==> src/design/unsigned_divide_64_by_32_defines.svh <==
`ifndef UNSIGNED_DIVIDE_64_BY_32_DEFINES_SVH
`define UNSIGNED_DIVIDE_64_BY_32_DEFINES_SVH

// same-cycle implication, ignored while reset is low
`define UDIV_ASSERT_NOW(label, clk, rst_n, cond, conseq) \
    label: assert property (@(posedge clk) disable iff (!rst_n) (cond) |-> (conseq)) \
        else $error("udiv: same-cycle check failed");

// next-cycle implication, ignored while reset is low
`define UDIV_ASSERT_NEXT(label, clk, rst_n, cond, conseq) \
    label: assert property (@(posedge clk) disable iff (!rst_n) (cond) |=> (conseq)) \
        else $error("udiv: next-cycle check failed");

`endif

==> src/design/udiv_pkg.sv <==
`default_nettype none

package udiv_pkg;

    localparam int DIVIDEND_W = 64;
    localparam int DIVISOR_W  = 32;
    localparam int QUOT_W     = 32;
    localparam int NUM_STEPS  = 32;

    typedef enum logic [1:0] {
        STATUS_OK       = 2'd0,
        STATUS_DIVZERO  = 2'd1,
        STATUS_OVERFLOW = 2'd2
    } status_t;

    typedef struct packed {
        logic [DIVISOR_W-1:0] rem;
        logic [QUOT_W-1:0]    bits;
        logic [DIVISOR_W-1:0] divisor;
        status_t              status;
    } step_data_t;

endpackage

`default_nettype wire

==> src/design/udiv_stage.sv <==
`default_nettype none

module udiv_stage
    import udiv_pkg::*;
(
    input  wire logic       clk,
    input  wire logic       rst_n,
    input  wire logic       in_valid,
    input  wire step_data_t in_data,
    output logic            in_stall,
    output logic            out_valid,
    output step_data_t      out_data,
    input  wire logic       out_stall
);

    logic                 valid_reg;
    step_data_t           data_reg;
    step_data_t           data_next;
    logic [DIVISOR_W:0]   trial;
    logic [DIVISOR_W+1:0] diff;
    logic                 take;

    always_comb
    begin
        trial = {in_data.rem, in_data.bits[QUOT_W-1]};
        diff  = {1'b0, trial} - {2'b00, in_data.divisor};
        take  = ~diff[DIVISOR_W+1];
        data_next         = in_data;
        data_next.rem     = take ? diff[DIVISOR_W-1:0] : trial[DIVISOR_W-1:0];
        data_next.bits    = {in_data.bits[QUOT_W-2:0], take};
    end

    assign in_stall  = valid_reg & out_stall;
    assign out_valid = valid_reg;
    assign out_data  = data_reg;

    always_ff @(posedge clk or negedge rst_n)
    begin
        if (!rst_n)
        begin
            valid_reg <= 1'b0;
        end
        else if (!in_stall)
        begin
            valid_reg <= in_valid;
        end
    end

    // hold payload unless a new beat moves in
    always_ff @(posedge clk)
    begin
        if (!in_stall && in_valid)
        begin
            data_reg <= data_next;
        end
    end

endmodule

`default_nettype wire

==> config.mk <==
export PLATFORM = sky130hd
export DESIGN_NAME = udiv_stage
export DESIGN_NICKNAME = d
export VERILOG_FILES = /design/src/design/unsigned_divide_64_by_32_defines.svh /design/src/design/udiv_pkg.sv /design/src/design/udiv_stage.sv
export SDC_FILE = /design/constraint.sdc
export NUM_CORES = 1
export LEC_CHECK = 0
export ABC_AREA = 0
export ABC_CLOCK_PERIOD_IN_PS = 6420
export BUFFER_PORTS_ARGS = -buffer_cell sky130_fd_sc_hd__buf_2
export CORE_MARGIN = 8
export CORE_UTILIZATION = 45
export CTS_CLUSTER_DIAMETER = 80
export CTS_CLUSTER_SIZE = 24
export DETAILED_ROUTE_END_ITERATION = 7
export GPL_TIMING_DRIVEN = 0
export PLACE_DENSITY = 0.74
export REMOVE_ABC_BUFFERS = 1
export SLEW_MARGIN = 20
export SYNTH_ARGS = -nofsm -noshare
export SYNTH_HDL_FRONTEND = slang
export SYNTH_SLANG_ARGS = --single-unit
==> constraint.sdc <==
create_clock -name clk -period 6.42 [get_ports clk]
set_clock_uncertainty 0.05 [all_clocks]
set_input_delay 0 -clock clk [delete_from_list [all_inputs] [get_ports clk]]
set_output_delay 0 -clock clk [all_outputs]
set_load 0.02 [all_outputs]
Word-level counts from Yosys, hierarchy flattened
Cells that the tools add are included.
{"block": "op_classes", "addsub": 1, "mux": 1, "n_bitwise": 2, "reduce_logical": 2}
{"op": "33-bit by 32-bit subtractor with 34-bit output", "n": 1}
{"op": "32-bit 2-to-1 mux", "n": 1}
{"op": "1-bit bitwise AND", "n": 1}
{"op": "1-bit logical AND", "n": 1}
{"op": "1-bit logical NOT", "n": 1}
{"op": "1-bit NOT", "n": 1}
{"block": "totals", "ff_bits": 99, "in_bits": 102, "out_inout_bits": 100, "elab_cells": 11}

Logic depth before layout (Yosys ltp)
Gate-level depths: netlist of the first run.
{"block": "depth", "depth_word": 3, "mapped_depth": 12, "ltp_nobuf": 12}

Worst setup path before layout of the first run
OpenSTA, ideal clock, no wires.
{"block": "synth_path", "kind": "flip-flop to flip-flop", "start": "reg valid_reg, in the netlist out_valid", "end": "reg data_reg, in the netlist out_data[0] (enable)", "setup_time_ns": 0.565, "arrival_ns": 5.040, "required_ns": 5.805, "setup_slack_ns": 0.765, "path_stages_with_launch": 3, "n_path_buf": 0, "synth_period_minus_slack_ns": 5.655, "cell_sequence": "dfrtp_1 > and2_1 > nor2b_1"}
{"block": "synth_via", "elab_chain_len": 3}
{"item": "from (decl)", "line_no": "udiv_stage.sv:16", "text": "logic valid_reg;"}
{"item": "from (signal assigned)", "line_no": "udiv_stage.sv:45", "text": "valid_reg <= in_valid;"}
{"item": "1-bit bitwise AND", "line_no": "udiv_stage.sv:33", "text": "assign in_stall = valid_reg & out_stall;"}
{"item": "net in_stall", "line_no": "udiv_stage.sv:10", "text": "output logic in_stall,"}
{"item": "1-bit logical NOT", "line_no": "udiv_stage.sv:52", "text": "if (!in_stall && in_valid)"}
{"item": "1-bit logical AND", "line_no": "udiv_stage.sv:52"}
{"item": "to (signal assigned)", "line_no": "udiv_stage.sv:54", "text": "data_reg <= data_next;"}
{"item": "to (decl)", "line_no": "udiv_stage.sv:17", "text": "step_data_t data_reg;"}
The timed path passes the listed nets, and every way through them passes these cells.
A chain may end at the register's enable or synchronous reset.

==> summary.md, run 1 <==
| Metric | Value |
|---|---|
| Residual DRC count | 0 |
| Resize count post-CTS | 0 |
| Maximum count of clock buffers along a single path | 2 |
| Total of max-cap violations | 0 |
| Standard cell area after detailed placement | 0.006690 mm^2 |
| Actual slew at the worst max-slew pin | 0.6266 ns |
| Initial core utilization | 45.58% |
| Met2 routing resource usage after global routing | 37.32% |
| Share of cells above drive strength 1 | 36.18% |
| Number of nets still failing antenna checks after routing | 0 |
| Antenna violations before repair | 0 |
| Min Tclk post-route | 3.418 ns |
| HPWL after DPL | 11,450 um |
| Final hold slack | 0.06567 ns |
| Worst min-delay path category | input pin to flop |
| Worst vdd rail ir drop | 0.1069 mV |
| Worst slew margin | 57.87% |
| Final RePlAce weighted congestion | 0.8786 |
| Worst min-delay path startpoint | out_stall |
| Floorplan core area | 0.01186 mm^2 |
| Wire length of the first global-routing pass | 25,490 um |
| Top fanout value on the critical path | 4 |
| Count of warnings emitted by yosys | 0 |
| Post-synth design cell area | 0.005406 mm^2 |
| Total net switching power | 0.5456 mW |
| Worst-skew pair later-pin latency | 0.35 ns |
| Signed area change from the synthesized netlist to the final layout | 47.77% |
| Vertical extent of the die | 125.6 um |
| Dominant cell type by area after synthesis | edfxtp_1 |
| Count of final hold-check violations | 0 |
| H-tree levels | 3 |
| Top-area cell type share of the netlist area | 54.43% |
| Reg-to-reg critical path endpoint | out_data[24] |
| RSZ-0062 raised after global routing | no |
| Hold-fix buffers, CTS | 99 |
| Met1 track utilization from global routing | 21.72% |
| Die width | 125.6 um |
| Global route overflow | 0 |
| Reg2Reg Launch Point | out_valid |
| Setup crit start kind | input pin |
| Total I/O pin count | 202 |
| Portion of total power attributed to sequential cells | 41.9% |
| R2R setup slack | 4.56 ns |
| Final Setup Violations | 0 |
| Number of unique standard cell types used by synthesis | 58 |
| Routed Wire Length | 16,240 um |
| Via count | 4,640 |
| Clock tree root buffer cell | clkbuf_16 |
| Initial DRT Pass Iterations | 5 |
| Count of nets after finishing | 868 |
| Ratio of total power to cell area | 235.3 mW/mm^2 |
| Most Crowded Layer GR | met2 |
| Endpoint, Worst Hold | out_valid |
| Overall track demand over capacity in global routing | 20.22% |
| Routed wire length per instance | 18.35 um |
| Cell area after layout | 0.007989 mm^2 |
| Required time of the worst setup path | 6.49 ns |
| Post-DR vias/cell | 5.243 |
| Register area share after synthesis | 54.89% |
| Worst Path Class, Setup | input pin to flop |
| Met3 GRT Util | 4.304% |
| Arrival time of the worst setup path | 3.49 ns |
| Worst-case reg-to-reg path depth | 4 |
| Clock Sinks | 99 |
| Num CTS Buffers | 9 |
| Std cell rows | 40 |
| Most numerous cell in the Yosys netlist | edfxtp_1 |
| Combinational cell fraction of total power | 27.6% |
| Mean area per synthesized cell | 12.81 um^2 |
| LEAKAGE | 3.576 nW |
| Outcome | completed |
| Async SR Flop Fraction | 1.010% |
| Setup Fix Bufs, Post-CTS | 0 |
| Pin count of the biggest net entering global routing | 30 |
| Net switching fraction of the power | 29.03% |
| CTS tree | done |
| Main area contributors after synthesis | edfxtp_1 54%, ha_1 7.4%, mux2_4 7.2% |
| Achievable Freq | 0.2926 GHz |
| Post-route fraction of the period consumed by the critical path | 53.24% |
| Clock-pin slew reported for the worst setup and hold paths after clock tree synthesis | 0.08 ns |
| Synthesized instance count | 422 |
| Int Pwr | 1.334 mW |
| Area of the die | 0.01578 mm^2 |
| Number of design-rule violations left by the first detailed-router iteration | 386 |
| Number of port buffers | 201 |
| Most instantiated cells after synthesis | 98 x edfxtp_1, 40 x inv_1, 32 x ha_1 |
| Relative contribution of the clock network to total power | 30.5% |
| Antenna cell count | 0 |
| Yosys reg bits | 99 |
| Main flop type after synthesis | edfxtp_1 |
| Number of instances on the worst hold path | 3 |
| Count of pins over their slew limit | 0 |
| EDFF count, synth | 98 |
| Critical path endpoint category | flop |
| Number of global-route vias before repair | 5,002 |
==> area by class of cell <==
class,instances,area [um^2]
fill,809,3872
multi-input combinational,277,2225
tap,147,183.9
clock inverter,7,82.58
timing repair buffer,306,2155
clock buffer,9,225.2
inverter,40,150.1
sequential,99,2968
==> critical path: stages <==
cell           delay, ns
dlygate4sd3_1       0.53
buf_2               0.12
inv_1               0.07
ha_1                0.17
inv_1               0.06
fa_1                0.44
a211oi_1            0.34
o211a_1             0.26
o31ai_1             0.15
o41a_1              0.48
a41oi_2             0.35
o21ai_0             0.12
a21boi_0            0.13
mux2_4              0.26
==> state kept, by name (all words and copies together) (netlist names) <==
| name | count |
|---|---|
| out_data | 98 |
| out_valid | 1 |
==> power groups by stage <==
stage / Clock [mW] / Sequential [mW] / Combinational, mW
detailed placement: 0 / 0.800 / 0.463
finish: 0.573 / 0.787 / 0.519
floorplan: 0 / 0.868 / 0.247
global placement: 0 / 0.807 / 0.432
CTS: 0.580 / 0.786 / 0.514
global route: 0.600 / 0.791 / 0.557
==> metrics by stage <==
step,util [%],instances,setup TNS (ns),setup slack (ns),power (mW)
3_3_place_gp,55.01,764,-77.02,-0.7909,1.239
6_report,67.35,885,0,3.002,1.880
4_1_cts,67.35,885,0,3.064,1.880
5_1_grt,67.35,885,0,2.890,1.948
2_1_floorplan,-,416,0,0.7646,1.115
3_5_place_dp,56.40,770,0,3.255,1.264
==> cells in the final DEF, fill, tap and decap left out, types with 9 or more instances in the layout <==
cell type	n
dlygate4sd3_1	99
edfxtp_1	98
mux2_4	26
clkbuf_16	9
xnor2_1	17
inv_1	40
buf_2	201
ha_1	32
a21oi_1	29
nand2_1	24
o21ai_0	17
nor2_1	16
nor3_1	9
==> worst max-delay path by stage <==
stage | startpoint | to | slack (ns) | depth (start not counted)
6_report | in_data[65] | out_data[94] | 3.00 | 14
5_1_grt | in_data[65] | out_data[94] | 2.89 | 14
4_1_cts | in_data[65] | out_data[94] | 3.06 | 14
3_5_place_dp | in_data[65] | out_data[94] | 3.26 | 13
3_3_place_gp | out_valid | out_data[97] | -0.79 | 2
2_1_floorplan | out_valid | out_data[0] | 0.76 | 2
==> metal layers <==
| layer | part of all wire (%) | routed length [um] | vias to the layer above |
|---|---|---|---|
| met5 | 0 | 0 | - |
| met4 | 2.2 | 365 | 0 |
| met3 | 5.9 | 956 | 27 |
| met2 | 52 | 8459 | 171 |
| met1 | 40 | 6455 | 2241 |
| li1 | - | - | 2201 |
==> logic make-up after synthesis <==
kind of cell	synth area share, %
compound gates	12.87
fa+ha+maj	7.776
mux	8.378
buf+inv	4.096
xor+xnor	3.888
simple gates	8.100
flops	54.89
Power figures use the tool's default switching activity.
==> run 2, diff against run 1 <==
--- a/config.mk
+++ b/config.mk
@@ -5,8 +5,8 @@
 export SDC_FILE = /design/constraint.sdc
 export NUM_CORES = 1
 export LEC_CHECK = 0
-export ABC_AREA = 0
-export ABC_CLOCK_PERIOD_IN_PS = 6420
+export ABC_AREA = 1
+export ABC_CLOCK_PERIOD_IN_PS = 2750
 export BUFFER_PORTS_ARGS = -buffer_cell sky130_fd_sc_hd__buf_2
 export CORE_MARGIN = 8
 export CORE_UTILIZATION = 45
@@ -14,7 +14,7 @@
 export CTS_CLUSTER_SIZE = 24
 export DETAILED_ROUTE_END_ITERATION = 7
 export GPL_TIMING_DRIVEN = 0
-export PLACE_DENSITY = 0.74
+export PLACE_DENSITY = 0.75
 export REMOVE_ABC_BUFFERS = 1
 export SLEW_MARGIN = 20
 export SYNTH_ARGS = -nofsm -noshare
==> constraint.sdc (replaced) <==
create_clock -name clk -period 2.75 [get_ports clk]
set_clock_uncertainty 0.05 [all_clocks]
set_input_delay 0 -clock clk [delete_from_list [all_inputs] [get_ports clk]]
set_output_delay 0 -clock clk [all_outputs]
set_load 0.02 [all_outputs]
==> run 2 against run 1 <==
Worst setup slack got worse by 2.8 ns; register-to-register slack worse by 3.6 ns; synthesized cell count grew 76%; combinational power is 130% higher.
==> summary.md, run 2 <==
| Metric | Value |
|---|---|
| Outcome | completed (unchanged) |
| Synthesized instance count | 743 (was 422) |
| Clock Sinks | 99 (unchanged) |
| Async SR Flop Fraction | 1.010% (unchanged) |
| Ratio of total power to cell area | 507.9 mW/mm^2 (was 235.3 mW/mm^2) |
| Register area share after synthesis | 48.47% (was 54.89%) |
| H-tree levels | 3 (unchanged) |
| PnR Total Power | 4.415 mW (was 1.880 mW) |
| EDFF count, synth | 98 (unchanged) |
| Routed Wire Length | 19,210 um (was 16,240 um) |
| Worst Path Class, Setup | input pin to flop (unchanged) |
| Vertical extent of the die | 132.7 um (was 125.6 um) |
| Required time of the worst setup path | 2.81 ns (was 6.49 ns) |
| Stages on the worst setup path | 12 (was 14) |
| Achievable Freq | 0.3902 GHz |
| Most numerous cell in the Yosys netlist | nand2_1 (was edfxtp_1) |
| Worst-case reg-to-reg path depth | 5 (was 4) |
| Cell Chain, Critical Path | dlygate4sd3_1 > buf_2 > inv_1 > ha_1 > nand2_1 > nor2_1 > nand2_1 > nor2_1 > nor2_4 > nand2_8 > nand3_2 > nand2_1 (was dlygate4sd3_1 > buf_2 > inv_1 > ha_1 > inv_1 > fa_1 > a211oi_1 > o211a_1 > o31ai_1 > o41a_1 > a41oi_2 > o21ai_0 > a21boi_0 > mux2_4) |
| Number of flip-flops in the largest register | 98 (unchanged) |
| Routed wire length per instance | 15.59 um (was 18.35 um) |
| Pin count of the biggest net entering global routing | 35 (was 30) |
| Worst setup startpoint | in_data[27] (was in_data[65]) |
| Area of the die | 0.01760 mm^2 (was 0.01578 mm^2) |
| Top fanout value on the critical path | 34 (was 4) |
| Final RePlAce weighted congestion | 0.9002 (was 0.8786) |
| Yosys reg bits | 99 (unchanged) |
| Actual slew at the worst max-slew pin | 1.039 ns (was 0.6266 ns) |
| Number of design-rule violations left by the first detailed-router iteration | 411 (was 386) |
| CTS tree | done (unchanged) |
| Worst vdd rail ir drop | 0.3014 mV (was 0.1069 mV) |
| Initial core utilization | 46.24% (was 45.58%) |
| Overall track demand over capacity in global routing | 21.51% (was 20.22%) |
| Worst slack at placement | -0.09353 ns (was 3.255 ns) |
| Final Setup Violations | 0 (unchanged) |
| Signed area change from the synthesized netlist to the final layout | 41.97% (was 47.77%) |
| Slowest CP cell | dlygate4sd3_1 (unchanged) |
| Antenna violations before repair | 0 (unchanged) |
| HPWL after DPL | 13,730 um (was 11,450 um) |
| Via count | 5,755 (was 4,640) |
| Total of max-cap violations | 0 (unchanged) |
| Number of global-route vias before repair | 5,830 (was 5,002) |
| Most instantiated cells after synthesis | 266 x nand2_1, 144 x inv_1, 98 x edfxtp_1 (was 98 x edfxtp_1, 40 x inv_1, 32 x ha_1) |
| Wire length of the first global-routing pass | 30,150 um (was 25,490 um) |
| Min Tclk post-route | 2.563 ns |
| Setup Fix Bufs, Post-CTS | 0 (unchanged) |
| LEAKAGE | 4.472 nW (was 3.576 nW) |
| Num CTS Buffers | 9 (unchanged) |
| Layout Cells excl Fill | 1,232 (was 885) |
| Top-area cell type share of the netlist area | 48.06% (was 54.43%) |
| Post-synth design cell area | 0.006123 mm^2 (was 0.005406 mm^2) |
| Global route overflow | 0 (unchanged) |
| Reg-to-reg critical path endpoint | out_data[26] (was out_data[24]) |
| Initial DRT Pass Iterations | 5 (unchanged) |
| Clock-pin slew reported for the worst setup and hold paths after clock tree synthesis | 0.07 ns (was 0.08 ns) |
| Worst Setup Slack, final | 0.1874 ns (was 3.002 ns) |
| Setup crit start kind | input pin (unchanged) |
| Worst-skew pair later-pin latency | 0.35 ns (about the same) |
| Reg2Reg Launch Point | out_valid (unchanged) |
| Count of warnings emitted by yosys | 0 (unchanged) |
| Arrival time of the worst setup path | 2.62 ns (was 3.49 ns) |
| Count of nets after finishing | 1,186 (was 868) |
| Highest-count cells in the layout ignoring fill and taps | 266 x nand2_1, 201 x buf_2, 144 x inv_1 (was 201 x buf_2, 99 x dlygate4sd3_1, 98 x edfxtp_1) |
| Total I/O pin count | 202 (unchanged) |
| Post-Place Cells | 1,114 (was 770) |
| Floorplan core area | 0.01324 mm^2 (was 0.01186 mm^2) |
| Worst slew margin | 30.68% (was 57.87%) |
| CP dominant cell by count | nand2_1 (was inv_1) |
| Residual DRC count | 0 (unchanged) |
| Critical path endpoint category | flop (unchanged) |
| Mean area per synthesized cell | 8.241 um^2 (was 12.81 um^2) |
| CP Capture Point | out_data[85] (was out_data[94]) |
| RSZ-0062 raised after global routing | no (unchanged) |
| Worst min-delay path startpoint | in_valid (was out_stall) |
| Worst min-delay path category | input pin to flop (unchanged) |
| Highest cell delay on the worst timing path | 0.54 ns (was 0.53 ns) |
| Count of fill cells added during filler insertion | 1,087 (was 809) |
| Share of cells above drive strength 1 | 23.77% (was 36.18%) |
| Clock tree root buffer cell | clkbuf_16 (unchanged) |
| Count of pins over their slew limit | 0 (unchanged) |
| Maximum count of clock buffers along a single path | 2 (unchanged) |
| Kind of cell adding the most delay to the critical path | simple AND/OR/NAND/NOR gates (was compound AO/OA/AOI/OAI gates) |
| Post-Route Setup TNS | 0 ns (unchanged) |
| Dominant cell type by area after synthesis | edfxtp_1 (unchanged) |
| Post-route fraction of the period consumed by the critical path | 93.19% |
| Die width | 132.7 um (was 125.6 um) |
| R2R setup slack | 0.91 ns (was 4.56 ns) |
| Number of nets still failing antenna checks after routing | 0 (unchanged) |
| Count of final hold-check violations | 0 (unchanged) |
| Count of buffer and inverter cells on the critical path | 3 (was 4) |
| Number of unique standard cell types used by synthesis | 31 (was 58) |
| Std cell rows | 42 (was 40) |
| Main flop type after synthesis | edfxtp_1 (unchanged) |
| Number of port buffers | 201 (unchanged) |
| Post-DR vias/cell | 4.671 (was 5.243) |
| Main area contributors after synthesis | edfxtp_1 48%, nand2_1 16%, inv_1 8.8% (was edfxtp_1 54%, ha_1 7.4%, mux2_4 7.2%) |
| Antenna cell count | 0 (unchanged) |
| Most frequent standard cell in the layout excluding fill and tap cells | nand2_1 (was buf_2) |
[run 2: cell types whose count changed after synthesis, sizes merged, moves of 6 or more]
cell   before  now
nand2      24  272
inv        40  147
nand3       4   72
nor2       16   45
mux2       28    0
o21ai      19    1
xnor2      17    0
a21oi      30   19
and3        9    1
xor2        7   15
a21o        7    0
o31ai       7    0
and2        4   10
[run 2: cell type report]
cell class | count | area (um^2) | share of cell area, %
Clock buffer | 10 | 229.0 | 2.634
Clock inverter | 6 | 96.34 | 1.108
Inverter | 147 | 551.8 | 6.347
Multi-Input combinational cell | 489 | 2551 | 29.35
Sequential cell | 99 | 2968 | 34.14
Tap cell | 176 | 220.2 | 2.533
Timing Repair Buffer | 305 | 2077 | 23.89
[run 2: what timing repair did]
item	in CTS	in global routing
hold buffers	101	0
hold endpoints to repair	99	0
endpoints found under the setup margin	0	32
gates resized for setup	0	1
[run 2: worst min path at each step]
stage / to / slack, ns / cells past startpoint
after CTS: out_data[60] / 0.09 / 3
final: out_data[58] / 0.1 / 3
after global placement: out_valid / -0.28 / 1
after floorplan: out_valid / -0.35 / 0
after detailed placement: out_valid / -0.27 / 1
after global routing: out_data[80] / 0.13 / 3
[run 2: power by group]
part / internal (mW) / switching, mW
Sequential: 1.80 / 0.0256
Combinational: 0.453 / 0.734
Clock: 0.809 / 0.590
[run 2: cell families (layout without fill, tap and decap cells)]
kind of cell    after synthesis  after routing  share of synthesized area (%)
xor+xnor                     15             15                          2.146
compound gates               23             23                          2.064
flops                        99             99                          48.47
fa+ha+maj                    33             33                          6.865
buf+inv                     156            468                          10.24
simple gates                417            418                          30.22
[run 2: worst register-to-register path, cell delays in order, from the launching register on]
cell     delay, ns
dfrtp_1       0.40
nand2_1       0.09
inv_1         0.07
nor2_4        0.42
buf_12        0.27
buf_12        0.23
[run 2: metrics by stage]
stage	hold WS (ns)	instance area, um^2	util [%]
after floorplan	-0.3456	6048	-
after global placement	-0.2753	7274	54.93
after detailed placement	-0.2658	7342	55.44
after CTS	0.09245	8678	65.53
after global routing	0.1290	8693	65.65
final	0.09721	8693	65.65
[run 2: per-layer routing]
layer | track usage [%] | up-vias | wire [um]
met5 | 0 | - | 0
met1 | 25.84 | 2565 | 8486
met4 | 8.139 | 0 | 331
met2 | 36.84 | 198 | 9086
met3 | 4.769 | 20 | 1305
li1 | - | 2972 | -
